**config.mk**
```make
export PLATFORM = sky130hd
export DESIGN_NAME = splsch_ctrl
export DESIGN_NICKNAME = d
export VERILOG_FILES = /design/src/design/splsch_pkg.sv /design/src/design/splsch_ctrl.sv
export SDC_FILE = /design/constraint.sdc
export NUM_CORES = 1
export LEC_CHECK = 0
export ABC_CLOCK_PERIOD_IN_PS = 3500
export BUFFER_PORTS_ARGS = -buffer_cell sky130_fd_sc_hd__buf_2
export CAP_MARGIN = 25
export CORE_MARGIN = 2
export CORE_UTILIZATION = 42
export DETAILED_ROUTE_END_ITERATION = 6
export PLACE_DENSITY_LB_ADDON = 0.05
export SLEW_MARGIN = 0
export SYNTH_ARGS = -nofsm -noshare
export SYNTH_HDL_FRONTEND = slang
export SYNTH_SLANG_ARGS = --single-unit
```
**constraint.sdc**
```tcl
create_clock -name clk -period 3.5 [get_ports clk]
set_clock_uncertainty 0.15 [all_clocks]
set_input_delay 0.35 -clock clk [delete_from_list [all_inputs] [get_ports clk]]
set_output_delay 0.35 -clock clk [all_outputs]
set_load 0.05 [all_outputs]
```
**src/design/splsch_pkg.sv**
```systemverilog
// Shared constants and controller/datapath interface types for the priority list scheduler.
`timescale 1ns / 1ps
package splsch_pkg;

  localparam int DEF_NUM_ENTRIES = 64;

  localparam int IN_W  = 104;
  localparam int OUT_W = 112;

  // opcodes
  localparam logic [1:0] OP_ADD    = 2'd0;
  localparam logic [1:0] OP_POP    = 2'd1;
  localparam logic [1:0] OP_REMOVE = 2'd2;

  // result status codes
  localparam logic [1:0] ST_OK     = 2'd0;
  localparam logic [1:0] ST_EMPTY  = 2'd1;
  localparam logic [1:0] ST_ABSENT = 2'd2;

  // memory read address select
  localparam logic [1:0] RD_K     = 2'd0;
  localparam logic [1:0] RD_HEAD  = 2'd1;
  localparam logic [1:0] RD_CUR   = 2'd2;
  localparam logic [1:0] RD_LINKQ = 2'd3;

  // link write address / data selects
  localparam logic       LWA_K     = 1'b0;
  localparam logic       LWA_PREV  = 1'b1;
  localparam logic [1:0] LWD_CUR   = 2'd0;
  localparam logic [1:0] LWD_KNEXT = 2'd1;
  localparam logic [1:0] LWD_K     = 2'd2;

  // head load select
  localparam logic [1:0] HD_KNEXT = 2'd0;
  localparam logic [1:0] HD_K     = 2'd1;
  localparam logic [1:0] HD_LINKQ = 2'd2;

  // prev load select
  localparam logic [1:0] PV_NONE  = 2'd0;
  localparam logic [1:0] PV_HEAD  = 2'd1;
  localparam logic [1:0] PV_CUR   = 2'd2;
  localparam logic [1:0] PV_LINKQ = 2'd3;

  // cur load select
  localparam logic CU_HEAD  = 1'b0;
  localparam logic CU_LINKQ = 1'b1;

  // count write select
  localparam logic CN_AVAIL = 1'b0;
  localparam logic CN_SUM   = 1'b1;

  typedef struct packed {
    logic       capture;
    logic       status_ld;
    logic [1:0] status_val;
    logic       rd_en;
    logic [1:0] rd_sel;
    logic       wr_prio;
    logic       wr_count;
    logic       count_sel;
    logic       wr_link;
    logic       link_addr_sel;
    logic [1:0] link_data_sel;
    logic       set_valid;
    logic       clr_valid_k;
    logic       clr_valid_head;
    logic       head_ld;
    logic [1:0] head_sel;
    logic       prev_ld;
    logic [1:0] prev_sel;
    logic       cur_ld;
    logic       cur_sel;
    logic       knext_ld;
    logic       out_ld;
    logic       out_zero;
  } cmd_t;

  typedef struct packed {
    logic [1:0] op;
    logic       id_ok;
    logic       valid_k;
    logic       head_none;
    logic       head_is_k;
    logic       prio_eq;
    logic       prio_lt;
    logic       linkq_is_k;
    logic       cur_none;
    logic       prev_none;
    logic       out_free;
  } stat_t;

endpackage

```
**src/design/splsch_ctrl.sv**
```systemverilog
// Controller: sequences decode, list walks, relinking and the result load.
`timescale 1ns / 1ps
module splsch_ctrl import splsch_pkg::*; (
  input  logic  clk,
  input  logic  rst,
  input  logic  s_tvalid,
  output logic  s_tready,
  input  stat_t stat,
  output cmd_t  cmd
);

  localparam logic [3:0] S_IDLE      = 4'd0;
  localparam logic [3:0] S_DECODE    = 4'd1;
  localparam logic [3:0] S_UPD_WAIT  = 4'd2;
  localparam logic [3:0] S_UNL_K     = 4'd3;
  localparam logic [3:0] S_UNL_BEGIN = 4'd4;
  localparam logic [3:0] S_UNL_WALK  = 4'd5;
  localparam logic [3:0] S_UNL_DONE  = 4'd6;
  localparam logic [3:0] S_LINK_CHK  = 4'd7;
  localparam logic [3:0] S_LINK_CMP  = 4'd8;
  localparam logic [3:0] S_LINK_INS  = 4'd9;
  localparam logic [3:0] S_LINK_PREV = 4'd10;
  localparam logic [3:0] S_POP_WAIT  = 4'd11;
  localparam logic [3:0] S_FINISH    = 4'd12;
  localparam logic [3:0] S_RES_WAIT  = 4'd13;

  logic [3:0] state, state_next;

  always_ff @(posedge clk) begin
    if (rst) state <= S_IDLE;
    else     state <= state_next;
  end

  assign s_tready = (state == S_IDLE);

  // next state and command decode
  always_comb begin
    state_next = state;
    cmd        = '0;
    case (state)
      S_IDLE: begin
        if (s_tvalid) begin
          cmd.capture    = 1'b1;
          cmd.status_ld  = 1'b1;
          cmd.status_val = ST_OK;
          state_next     = S_DECODE;
        end
      end
      S_DECODE: begin
        state_next = S_FINISH;
        case (stat.op)
          OP_ADD: begin
            if (stat.id_ok && stat.valid_k) begin
              cmd.rd_en  = 1'b1;
              cmd.rd_sel = RD_K;
              state_next = S_UPD_WAIT;
            end else if (stat.id_ok) begin
              cmd.wr_prio   = 1'b1;
              cmd.wr_count  = 1'b1;
              cmd.count_sel = CN_AVAIL;
              cmd.set_valid = 1'b1;
              cmd.cur_ld    = 1'b1;
              cmd.cur_sel   = CU_HEAD;
              cmd.prev_ld   = 1'b1;
              cmd.prev_sel  = PV_NONE;
              state_next    = S_LINK_CHK;
            end
          end
          OP_POP: begin
            if (stat.head_none) begin
              cmd.status_ld  = 1'b1;
              cmd.status_val = ST_EMPTY;
            end else begin
              cmd.rd_en  = 1'b1;
              cmd.rd_sel = RD_HEAD;
              state_next = S_POP_WAIT;
            end
          end
          OP_REMOVE: begin
            if (stat.valid_k) begin
              cmd.rd_en  = 1'b1;
              cmd.rd_sel = RD_K;
              state_next = S_UNL_K;
            end else begin
              cmd.status_ld  = 1'b1;
              cmd.status_val = ST_ABSENT;
            end
          end
          default: state_next = S_FINISH;
        endcase
      end
      // existing entry: sum avail, relink only on a priority change
      S_UPD_WAIT: begin
        cmd.wr_count  = 1'b1;
        cmd.count_sel = CN_SUM;
        if (stat.prio_eq) begin
          state_next = S_FINISH;
        end else begin
          cmd.knext_ld = 1'b1;
          state_next   = S_UNL_BEGIN;
        end
      end
      S_UNL_K: begin
        cmd.knext_ld = 1'b1;
        state_next   = S_UNL_BEGIN;
      end
      S_UNL_BEGIN: begin
        if (stat.head_is_k) begin
          cmd.head_ld  = 1'b1;
          cmd.head_sel = HD_KNEXT;
          state_next   = S_UNL_DONE;
        end else begin
          cmd.prev_ld  = 1'b1;
          cmd.prev_sel = PV_HEAD;
          cmd.rd_en    = 1'b1;
          cmd.rd_sel   = RD_HEAD;
          state_next   = S_UNL_WALK;
        end
      end
      // look for the predecessor of the entry being unlinked
      S_UNL_WALK: begin
        if (stat.linkq_is_k) begin
          cmd.wr_link       = 1'b1;
          cmd.link_addr_sel = LWA_PREV;
          cmd.link_data_sel = LWD_KNEXT;
          state_next        = S_UNL_DONE;
        end else begin
          cmd.prev_ld  = 1'b1;
          cmd.prev_sel = PV_LINKQ;
          cmd.rd_en    = 1'b1;
          cmd.rd_sel   = RD_LINKQ;
        end
      end
      S_UNL_DONE: begin
        if (stat.op == OP_ADD) begin
          cmd.wr_prio  = 1'b1;
          cmd.cur_ld   = 1'b1;
          cmd.cur_sel  = CU_HEAD;
          cmd.prev_ld  = 1'b1;
          cmd.prev_sel = PV_NONE;
          state_next   = S_LINK_CHK;
        end else begin
          cmd.clr_valid_k = 1'b1;
          state_next      = S_FINISH;
        end
      end
      // find first entry whose priority is not smaller
      S_LINK_CHK: begin
        if (stat.cur_none) begin
          state_next = S_LINK_INS;
        end else begin
          cmd.rd_en  = 1'b1;
          cmd.rd_sel = RD_CUR;
          state_next = S_LINK_CMP;
        end
      end
      S_LINK_CMP: begin
        if (stat.prio_lt) begin
          cmd.prev_ld  = 1'b1;
          cmd.prev_sel = PV_CUR;
          cmd.cur_ld   = 1'b1;
          cmd.cur_sel  = CU_LINKQ;
          state_next   = S_LINK_CHK;
        end else begin
          state_next = S_LINK_INS;
        end
      end
      S_LINK_INS: begin
        cmd.wr_link       = 1'b1;
        cmd.link_addr_sel = LWA_K;
        cmd.link_data_sel = LWD_CUR;
        if (stat.prev_none) begin
          cmd.head_ld  = 1'b1;
          cmd.head_sel = HD_K;
          state_next   = S_FINISH;
        end else begin
          state_next = S_LINK_PREV;
        end
      end
      S_LINK_PREV: begin
        cmd.wr_link       = 1'b1;
        cmd.link_addr_sel = LWA_PREV;
        cmd.link_data_sel = LWD_K;
        state_next        = S_FINISH;
      end
      S_POP_WAIT: begin
        cmd.clr_valid_head = 1'b1;
        cmd.head_ld        = 1'b1;
        cmd.head_sel       = HD_LINKQ;
        state_next         = S_FINISH;
      end
      // report the head once the output register is free
      S_FINISH: begin
        if (stat.head_none) begin
          if (stat.out_free) begin
            cmd.out_zero = 1'b1;
            state_next   = S_IDLE;
          end
        end else begin
          cmd.rd_en  = 1'b1;
          cmd.rd_sel = RD_HEAD;
          state_next = S_RES_WAIT;
        end
      end
      S_RES_WAIT: begin
        if (stat.out_free) begin
          cmd.out_ld = 1'b1;
          state_next = S_IDLE;
        end
      end
      default: state_next = S_IDLE;
    endcase
  end

endmodule

```
==> reports/metrics.yaml, run 1 <==
status: "completed"
tns_ns: 0
cts_tree: "built"
dp.final_hpwl_um: 2010
grt_use_total_pct: 22.1
cts.clk_slew.worst_paths_ns: 0.04
power_frac_comb_pct: 72.9
portBuffers: 43
clock.fmax_ghz: 0.376
ys_warn_count: 0
io_pins: 44
cp_max_fo: 22
htree_num_levels: 1
clockBufferDepth: 2
rows: 16
gr-total-overflow: 0
synth_nets: 159
cts_setup_buffers: 0
worst-path-buf-inv: 1
worstSetupEndpointType: "primary output"
initial_core_util_pct: 44.6
final_hold_viol_count: 0
vias: 1138
cts_hold_buf: 0
clock_latency_ns: 0.24
max_stage_delay_ns: 0.77
clock-sinks: 4
arrival_ns: 2.16
synth.cells.most_frequent: "nand2_1 (21), nor2_1 (12), o21ai_0 (10)"
drive_gt1_share_pct: 29.5
antenna_found_initial: 0
cap_violations: 0
setup_viol: 0
coreArea_um2: 1980
via_per_inst: 5.61
internal_power_mw: 0.277
numCtsBuffers: 3
clkPwrFrac_pct: 7.7
top_register: "state"
synth_seq_cells: 4
netlist_area_um2: 883
path_cells: "nand2_1 -> nor3b_1 -> o21ai_0 -> nand3b_1 -> buf_2"
ys_async_sr_fraction_pct: 0
p_leak_nw: 0.563
synth_most_common_cell: "nand2_1"
drt_iter0_markers: 18
fin_crit_ns: 2.66
critPathKind: "flop to primary output"
die_y_um: 49.9
yosys-top-cells-area: "dfxtp_1 (9.1%), nand2_1 (8.9%), nand2b_1 (6.4%), ha_1 (5.7%), o21ai_0 (5.7%)"
slew_headroom_pct: 41.5
die_w_um: 49.9
final_util_pct: 55.2
largest_reg_flops: 4
worst_setup_path_start_kind: "flop"
powerDensity_nw_per_um2: 714
seq_area_frac_synth_pct: 9.07
syn2layout_area_growth_pct: 23.9
first_pass_iters: 4
grt_pass1_vias: 1014
synth.distinct_cells: 41
wire_per_inst_um: 13.2
worstMarginPinSlew_ns: 0.876
grt_max_degree: 30
irDropWorstVdd_mv: 0.545
synth_top_area_share_pct: 9.07
grt_setup_unrepaired: "false"
crit_slowest_cell: "dfxtp_1"
grt_pass1_wl_um: 4400
cts_resized: 0
min-delay-path-class: "input pin to flop"
gp_congestion: 0.862
diodes: 0
switchingPower_mw: 0.504
cts_root_buf: "clkbuf_4"
seqPwrFrac_pct: 19.4
p_sw_share_pct: 64.5
fin_crit_sh_pct: 75.9
cp.required_ns: 3.00
wl_um: 2670
die-area_um2: 2490
synth_edf_count: 0
yosysTopAreaCell: "dfxtp_1"
drc_errors: 0
report.final.slew_viol_count: 0
synth_flop_cell: "dfxtp_1"
synthCells: 140
avgSynthCellArea_um2: 6.31
top_regs: "state: 4 flops"
ant_nets: 0
path_delay_family: "flip-flops"
final_nets: 197
-- power groups by stage --
stage	clock network, mW	registers, mW	logic, mW
2_1_floorplan	0	0.0696	0.554
3_3_place_gp	0	0.148	0.571
3_5_place_dp	0	0.150	0.567
4_1_cts	0.0620	0.149	0.571
5_1_grt	0.0648	0.159	0.614
6_report	0.0603	0.152	0.569
-- kinds of logic (layout without fill, tap and decap cells) --
family | after synthesis | count (layout) | synth area share, %
AOI/OAI and AO/OA | 38 | 38 | 27.6
adders and majority gates | 4 | 4 | 5.67
buffers and inverters | 16 | 52 | 10.1
DFF | 4 | 4 | 9.07
muxes | 2 | 2 | 2.41
and+or+nand+nor | 76 | 76 | 45.2
-- cell usage in the layout (no fill, tap or decap), types with 6 or more instances in the layout --
| cell | synthesis | routed |
|---|---|---|
| inv_1 | 6 | 6 |
| nor2_1 | 12 | 12 |
| o21ai_0 | 10 | 10 |
| nand2b_1 | 9 | 9 |
| nand2_1 | 21 | 21 |
| buf_2 | 5 | 43 |
| and3_1 | 6 | 6 |
| a21oi_1 | 8 | 8 |
-- layout make-up --
class	count	area, µm²
Clock buffer	3	22.5
Fill cell	213	887
Inverter	6	22.5
Multi-Input combinational cell	120	721
Sequential cell	4	80.1
Tap cell	27	33.8
Timing Repair Buffer	43	215
-- routing by layer --
layer	share of wire, %	wire length [µm]	vias up	GRT usage (%)
li1	-	-	569	-
met1	45	1200	520	29.6
met2	47	1250	49	37.8
met3	8.1	217	0	3.03
met4	0	0	0	3.70
met5	0	0	-	0
-- metrics by stage --
stage | area (µm²) | worst slack, ns | power, mW | hold slack (ns) | instances
final | 1090 | 0.842 | 0.781 | 0.160 | 203
after global routing | 1090 | 0.654 | 0.838 | 0.164 | 203
after CTS | 1090 | 0.859 | 0.782 | 0.154 | 203
after detailed placement | 1070 | 1.13 | 0.717 | 0.412 | 200
after global placement | 1070 | 1.16 | 0.718 | 0.412 | 200
after floorplan | 890 | 0.582 | 0.624 | 0.269 | 140
-- final timing paths --
| check | start | end | slack, ns | cells past startpoint |
|---|---|---|---|---|
| worst max-delay path | state[1] | cmd[7] | 0.84 | 5 |
| worst min-delay path | rst | state[2] | 0.16 | 2 |
| worst max register to register | state[3] | state[1] | 1.39 | 5 |
| worst min register to register | state[2] | state[3] | 0.69 | 2 |
Note: power is estimated with default switching activity, not from simulation.
==> run 2: changes to the inputs <==
ABC_CLOCK_PERIOD_IN_PS = 2600   (was 3500)
clock period = 2.6 ns   (was 3.5 ns; I/O delays follow)
==> run 2 against run 1 <==
Against the previous run:
- global-route usage increased by 2.2 points
- sequential share of layout area fell by 0.33 points
- power increased by 43%
- die area is the same
- first-iteration DRC count is 94% higher
==> reports/metrics.yaml, run 2 (same netlist as run 1, synthesis figures left out) <==
grt_pass1_wl_um: 4770  # +8.6%
hp-start: "rst"
cts_hold_buf: 0  # unchanged
vias: 1178  # +3.5%
rows: 16  # unchanged
whs_ns: 0.121  # -0.0395 ns
cts_root_buf: "clkbuf_4"
powerDensity_nw_per_um2: 976  # +37%
first_pass_iters: 4  # unchanged
gp_congestion: 0.872  # +1.1%
layout_commonest_cell: "buf_2"
fin_crit_sh_pct: 91.8
setup_viol: 0  # unchanged
htree_num_levels: 1  # unchanged
cp.required_ns: 2.19  # -0.81 ns
ant_nets: 0  # unchanged
hold_path_end: "state[2]"
portBuffers: 43  # unchanged
dp.final_hpwl_um: 2250  # +12%
cts_setup_buffers: 0  # unchanged
wire_per_inst_um: 13.5  # +2.2%
grt_max_degree: 18  # -40%
wl_um: 2800  # +4.8%
grt_use_total_pct: 24.2  # +2.2 points
clock.fmax_ghz: 0.419
final_cell_mix: "buf_2 (43), nand2_1 (21), nor2_1 (12), o21ai_0 (10), nand2b_1 (9)"
drive_gt1_share_pct: 32.0  # +2.5 points
clock-sinks: 4  # unchanged
critPathKind: "flop to primary output"
worstSetupEndpointType: "primary output"
io_pins: 44  # unchanged
cp_max_fo: 14  # -36%
cts.clk_slew.worst_paths_ns: 0.03  # about the same
r2r-end: "state[0]"
numCtsBuffers: 3  # unchanged
final_hold_viol_count: 0  # unchanged
die_y_um: 49.9  # unchanged
syn2layout_area_growth_pct: 29.7
clockBufferDepth: 2  # unchanged
coreArea_um2: 1980  # unchanged
worstMarginPinSlew_ns: 0.541  # -0.335 ns
drt_iter0_markers: 35  # +17
die-area_um2: 2490  # unchanged
slew_headroom_pct: 63.9  # +22 points
min-delay-path-class: "input pin to flop"
report.final.slew_viol_count: 0  # unchanged
status: "completed"
cap_violations: 0  # unchanged
largest_reg_flops: 4  # unchanged
cts_resized: 0  # unchanged
final_nets: 202  # +2.5%
grt_pass1_vias: 1052  # +3.7%
antenna_found_initial: 0  # unchanged
die_w_um: 49.9  # unchanged
gr-total-overflow: 0  # unchanged
fillers: 196  # -8.0%
grt_setup_unrepaired: "false"
arrival_ns: 1.98  # -0.18 ns
via_per_inst: 5.66  # +1.0%
irDropWorstVdd_mv: 0.669  # +23%
tns_ns: 0  # unchanged
diodes: 0  # unchanged
top_register: "state"
drc_errors: 0  # unchanged
initial_core_util_pct: 44.6  # unchanged
top_regs: "state: 4 flops"
cts_tree: "built"
hold_depth: 2  # unchanged
r2r_start: "state[3]"
p_leak_nw: 0.596  # +5.8%
clock_latency_ns: 0.23  # about the same
worst_setup_path_start_kind: "flop"
fin_crit_ns: 2.39
reg2reg_slack_ns: 0.69  # -0.70 ns
r2r_cells: 5  # unchanged
-- run 2: per-layer routing --
layer	share of wire [%]	wire (µm)	global-route usage [%]	up-vias
li1	-	-	-	579
met2	47	1320	39.3	51
met3	8.0	224	2.42	0
met1	45	1250	34.7	548
met5	0	0	0	-
met4	0	0	4.63	0
-- run 2: area by class of cell --
| type | instances | area [µm²] | area share [%] |
|---|---|---|---|
| tap | 27 | 33.8 | 2.95 |
| clock buffer | 3 | 22.5 | 1.97 |
| multi-input combinational | 120 | 734 | 64.1 |
| timing repair buffer | 48 | 253 | 22.1 |
| sequential | 4 | 80.1 | 6.99 |
| inverter | 6 | 22.5 | 1.97 |
-- run 2: critical path, cell delays in order (launching register included) --
cell and delay [ns]:
dfxtp_1 0.59, nand2_1 0.21, nor3b_1 0.34, o21ai_0 0.22
nand3b_1 0.13, buf_2 0.26
-- run 2: metrics by stage --
stage               power [mW]  instance area [µm²]  instances  worst slack (ns)  utilization, %
floorplan                0.860                  903        140            0.0317               -
global placement          1.03                 1120        205             0.517            56.7
detailed placement        1.04                 1120        205             0.493            56.7
CTS                       1.12                 1150        208             0.255            57.8
global route              1.20                 1150        208            0.0486            57.8
finish                    1.12                 1150        208             0.213            57.8
-- run 2: worst max-delay path by stage --
| stage | startpoint | endpoint | slack [ns] | cells after the start |
|---|---|---|---|---|
| after floorplan | state[3] | cmd[12] | 0.03 | 3 |
| after global placement | state[3] | cmd[7] | 0.52 | 5 |
| after detailed placement | state[2] | cmd[7] | 0.49 | 5 |
| after CTS | state[3] | cmd[7] | 0.26 | 5 |
| after global routing | state[2] | cmd[7] | 0.05 | 5 |
| final | state[2] | cmd[7] | 0.21 | 5 |
-- run 2: where the power goes --
group | switching [mW] | internal, mW
sequential | 0.0552 | 0.0839
clock | 0.0208 | 0.0513
combinational | 0.623 | 0.284
total | 0.699 | 0.420
==> run 3: changes to the inputs <==
ABC_AREA = 1   (was not set)
==> run 3 against run 2 <==
Against the previous run:
- hold slack lost 0.041 ns
- setup slack gained 0.16 ns
- synthesized area shrank 17%
- highest routed layer is now met4
==> reports/metrics.yaml, run 3 <==
first_pass_iters: 4  # unchanged
avgSynthCellArea_um2: 5.29  # -16%
synth_flop_cell: "dfxtp_1"
final_hold_viol_count: 0  # unchanged
synth_nets: 157  # -1.3%
worst_setup_path_start_kind: "flop"
grt_max_degree: 10  # -8
yosys-top-cells-area: "nand2_1 (17%), inv_1 (15%), dfxtp_1 (11%), nor2_1 (11%), nand3_1 (7.5%)"
cap_violations: 0  # unchanged
top_register: "state"
largest_reg_flops: 4  # unchanged
grt_use_total_pct: 21.3  # -2.9 points
syn2layout_area_growth_pct: 34.4
fin_crit_ns: 2.22  # -0.165 ns
drc_errors: 0  # unchanged
final_util_pct: 58.1  # +0.32 points
clockBufferDepth: 2  # unchanged
netlist_area_um2: 731  # -17%
grt_pass1_vias: 814  # -23%
synth_most_common_cell: "nand2_1"
cp_max_fo: 9  # -5
p_leak_nw: 0.685  # +15%
cp.required_ns: 2.19  # about the same
via_per_inst: 5.04  # -11%
final_nets: 204  # +0.99%
htree_num_levels: 1  # unchanged
portBuffers: 43  # unchanged
worstMarginPinSlew_ns: 0.368  # -0.173 ns
cts_resized: 0  # unchanged
numCtsBuffers: 3  # unchanged
fin_crit_sh_pct: 85.5  # -6.3 points
synth_seq_cells: 4  # unchanged
setup_viol: 0  # unchanged
synth_edf_count: 0  # unchanged
ant_nets: 0  # unchanged
arrival_ns: 1.81  # -0.17 ns
final_cell_mix: "buf_2 (43), nand2_1 (34), inv_1 (29), nor2_1 (21), nand3_1 (11)"
ys_warn_count: 0  # unchanged
die_w_um: 45.7  # -8.3%
drive_gt1_share_pct: 30.1  # -2.0 points
worstSetupEndpointType: "primary output"
p_total_mw: 0.887  # -21%
wl_um: 2080  # -26%
cts_hold_buf: 0  # unchanged
powerDensity_nw_per_um2: 903  # -7.5%
fillers: 190  # -3.1%
synth.cells.most_frequent: "nand2_1 (34), inv_1 (29), nor2_1 (21)"
grt_setup_unrepaired: "false"
synth.distinct_cells: 26  # -37%
status: "completed"
tns_ns: 0  # unchanged
seq_area_frac_synth_pct: 11.0  # +1.9 points
min-delay-path-class: "input pin to flop"
irDropWorstVdd_mv: 0.712  # +6.4%
slew_headroom_pct: 75.4  # +12 points
top_regs: "state: 4 flops"
cts_tree: "built"
gr-total-overflow: 0  # unchanged
cts_setup_buffers: 0  # unchanged
coreArea_um2: 1690  # -15%
clock.fmax_ghz: 0.450  # +7.4%
yosysTopAreaCell: "nand2_1"
rows: 15  # -1
drt_iter0_markers: 25  # -29%
wire_per_inst_um: 10.4  # -23%
critPathKind: "flop to primary output"
synthCells: 138  # -1.4%
dpl_cell_area_um2: 960  # -15%
synth_top_area_share_pct: 17.5  # +8.4 points
gp_congestion: 0.968  # +11%
clock_latency_ns: 0.23  # about the same
io_pins: 44  # unchanged
grt_pass1_wl_um: 3380  # -29%
ys_async_sr_fraction_pct: 0  # unchanged
antenna_found_initial: 0  # unchanged
die-area_um2: 2090  # -16%
dp.final_hpwl_um: 1810  # -20%
die_y_um: 45.7  # -8.3%
cts.clk_slew.worst_paths_ns: 0.04  # about the same
diodes: 0  # unchanged
stdcell_area_um2: 982  # -14%
cts_root_buf: "clkbuf_4"
vias: 1007  # -15%
clock-sinks: 4  # unchanged
report.final.slew_viol_count: 0  # unchanged
layout_commonest_cell: "buf_2"
initial_core_util_pct: 43.3  # -1.3 points
-- run 3: report_power, final --
group	internal, mW	total (mW)	switching [mW]
registers	0.0824	0.109	0.0263
logic	0.166	0.704	0.538
clock network	0.0514	0.0734	0.0220
-- run 3: logic make-up after synthesis --
group	after synthesis	synth area share (%)
and+or+nand+nor	80	50.0
buffers and inverters	32	17.0
AOI/OAI and AO/OA	18	15.2
adders and majority gates	4	6.85
DFF	4	11.0
-- run 3: final timing paths --
| check | start | endpoint | slack, ns | cells after the start |
|---|---|---|---|---|
| worst max-delay path | state[2] | cmd[23] | 0.38 | 7 |
| worst min-delay path | rst | state[3] | 0.08 | 2 |
| worst max register to register | state[2] | state[0] | 1.01 | 7 |
| worst min register to register | state[1] | state[2] | 0.64 | 4 |
-- run 3: metal layers --
metal	vias up	wire length [µm]	track usage, %
li1	528	-	-
met1	436	988	30.4
met2	41	909	35.8
met3	2	156	0
met4	0	21	5.14
met5	-	0	0
-- run 3: through the flow --
step	hold WS, ns	cells	setup WS, ns
after detailed placement	0.316	197	0.661
after global routing	0.0809	200	0.232
after floorplan	0.179	138	0.0213
after global placement	0.329	197	0.671
after CTS	0.0729	200	0.413
final	0.0794	200	0.378
-- run 3: cell type report --
| type | instances | area [µm²] | share of cell area [%] |
|---|---|---|---|
| multi-input cells | 102 | 527 | 53.6 |
| repair buffers | 43 | 215 | 21.9 |
| inverters | 31 | 116 | 11.8 |
| flip-flops and latches | 4 | 80.1 | 8.15 |
| clock buffers | 3 | 22.5 | 2.29 |
| well taps | 17 | 21.3 | 2.17 |
-- run 3: critical path, stage by stage (launching register included) --
cell	delay, ns
dfxtp_1	0.34
inv_1	0.09
nor2_2	0.31
nand3_1	0.25
nand2_1	0.17
nor2_1	0.07
o211ai_1	0.08
buf_2	0.28
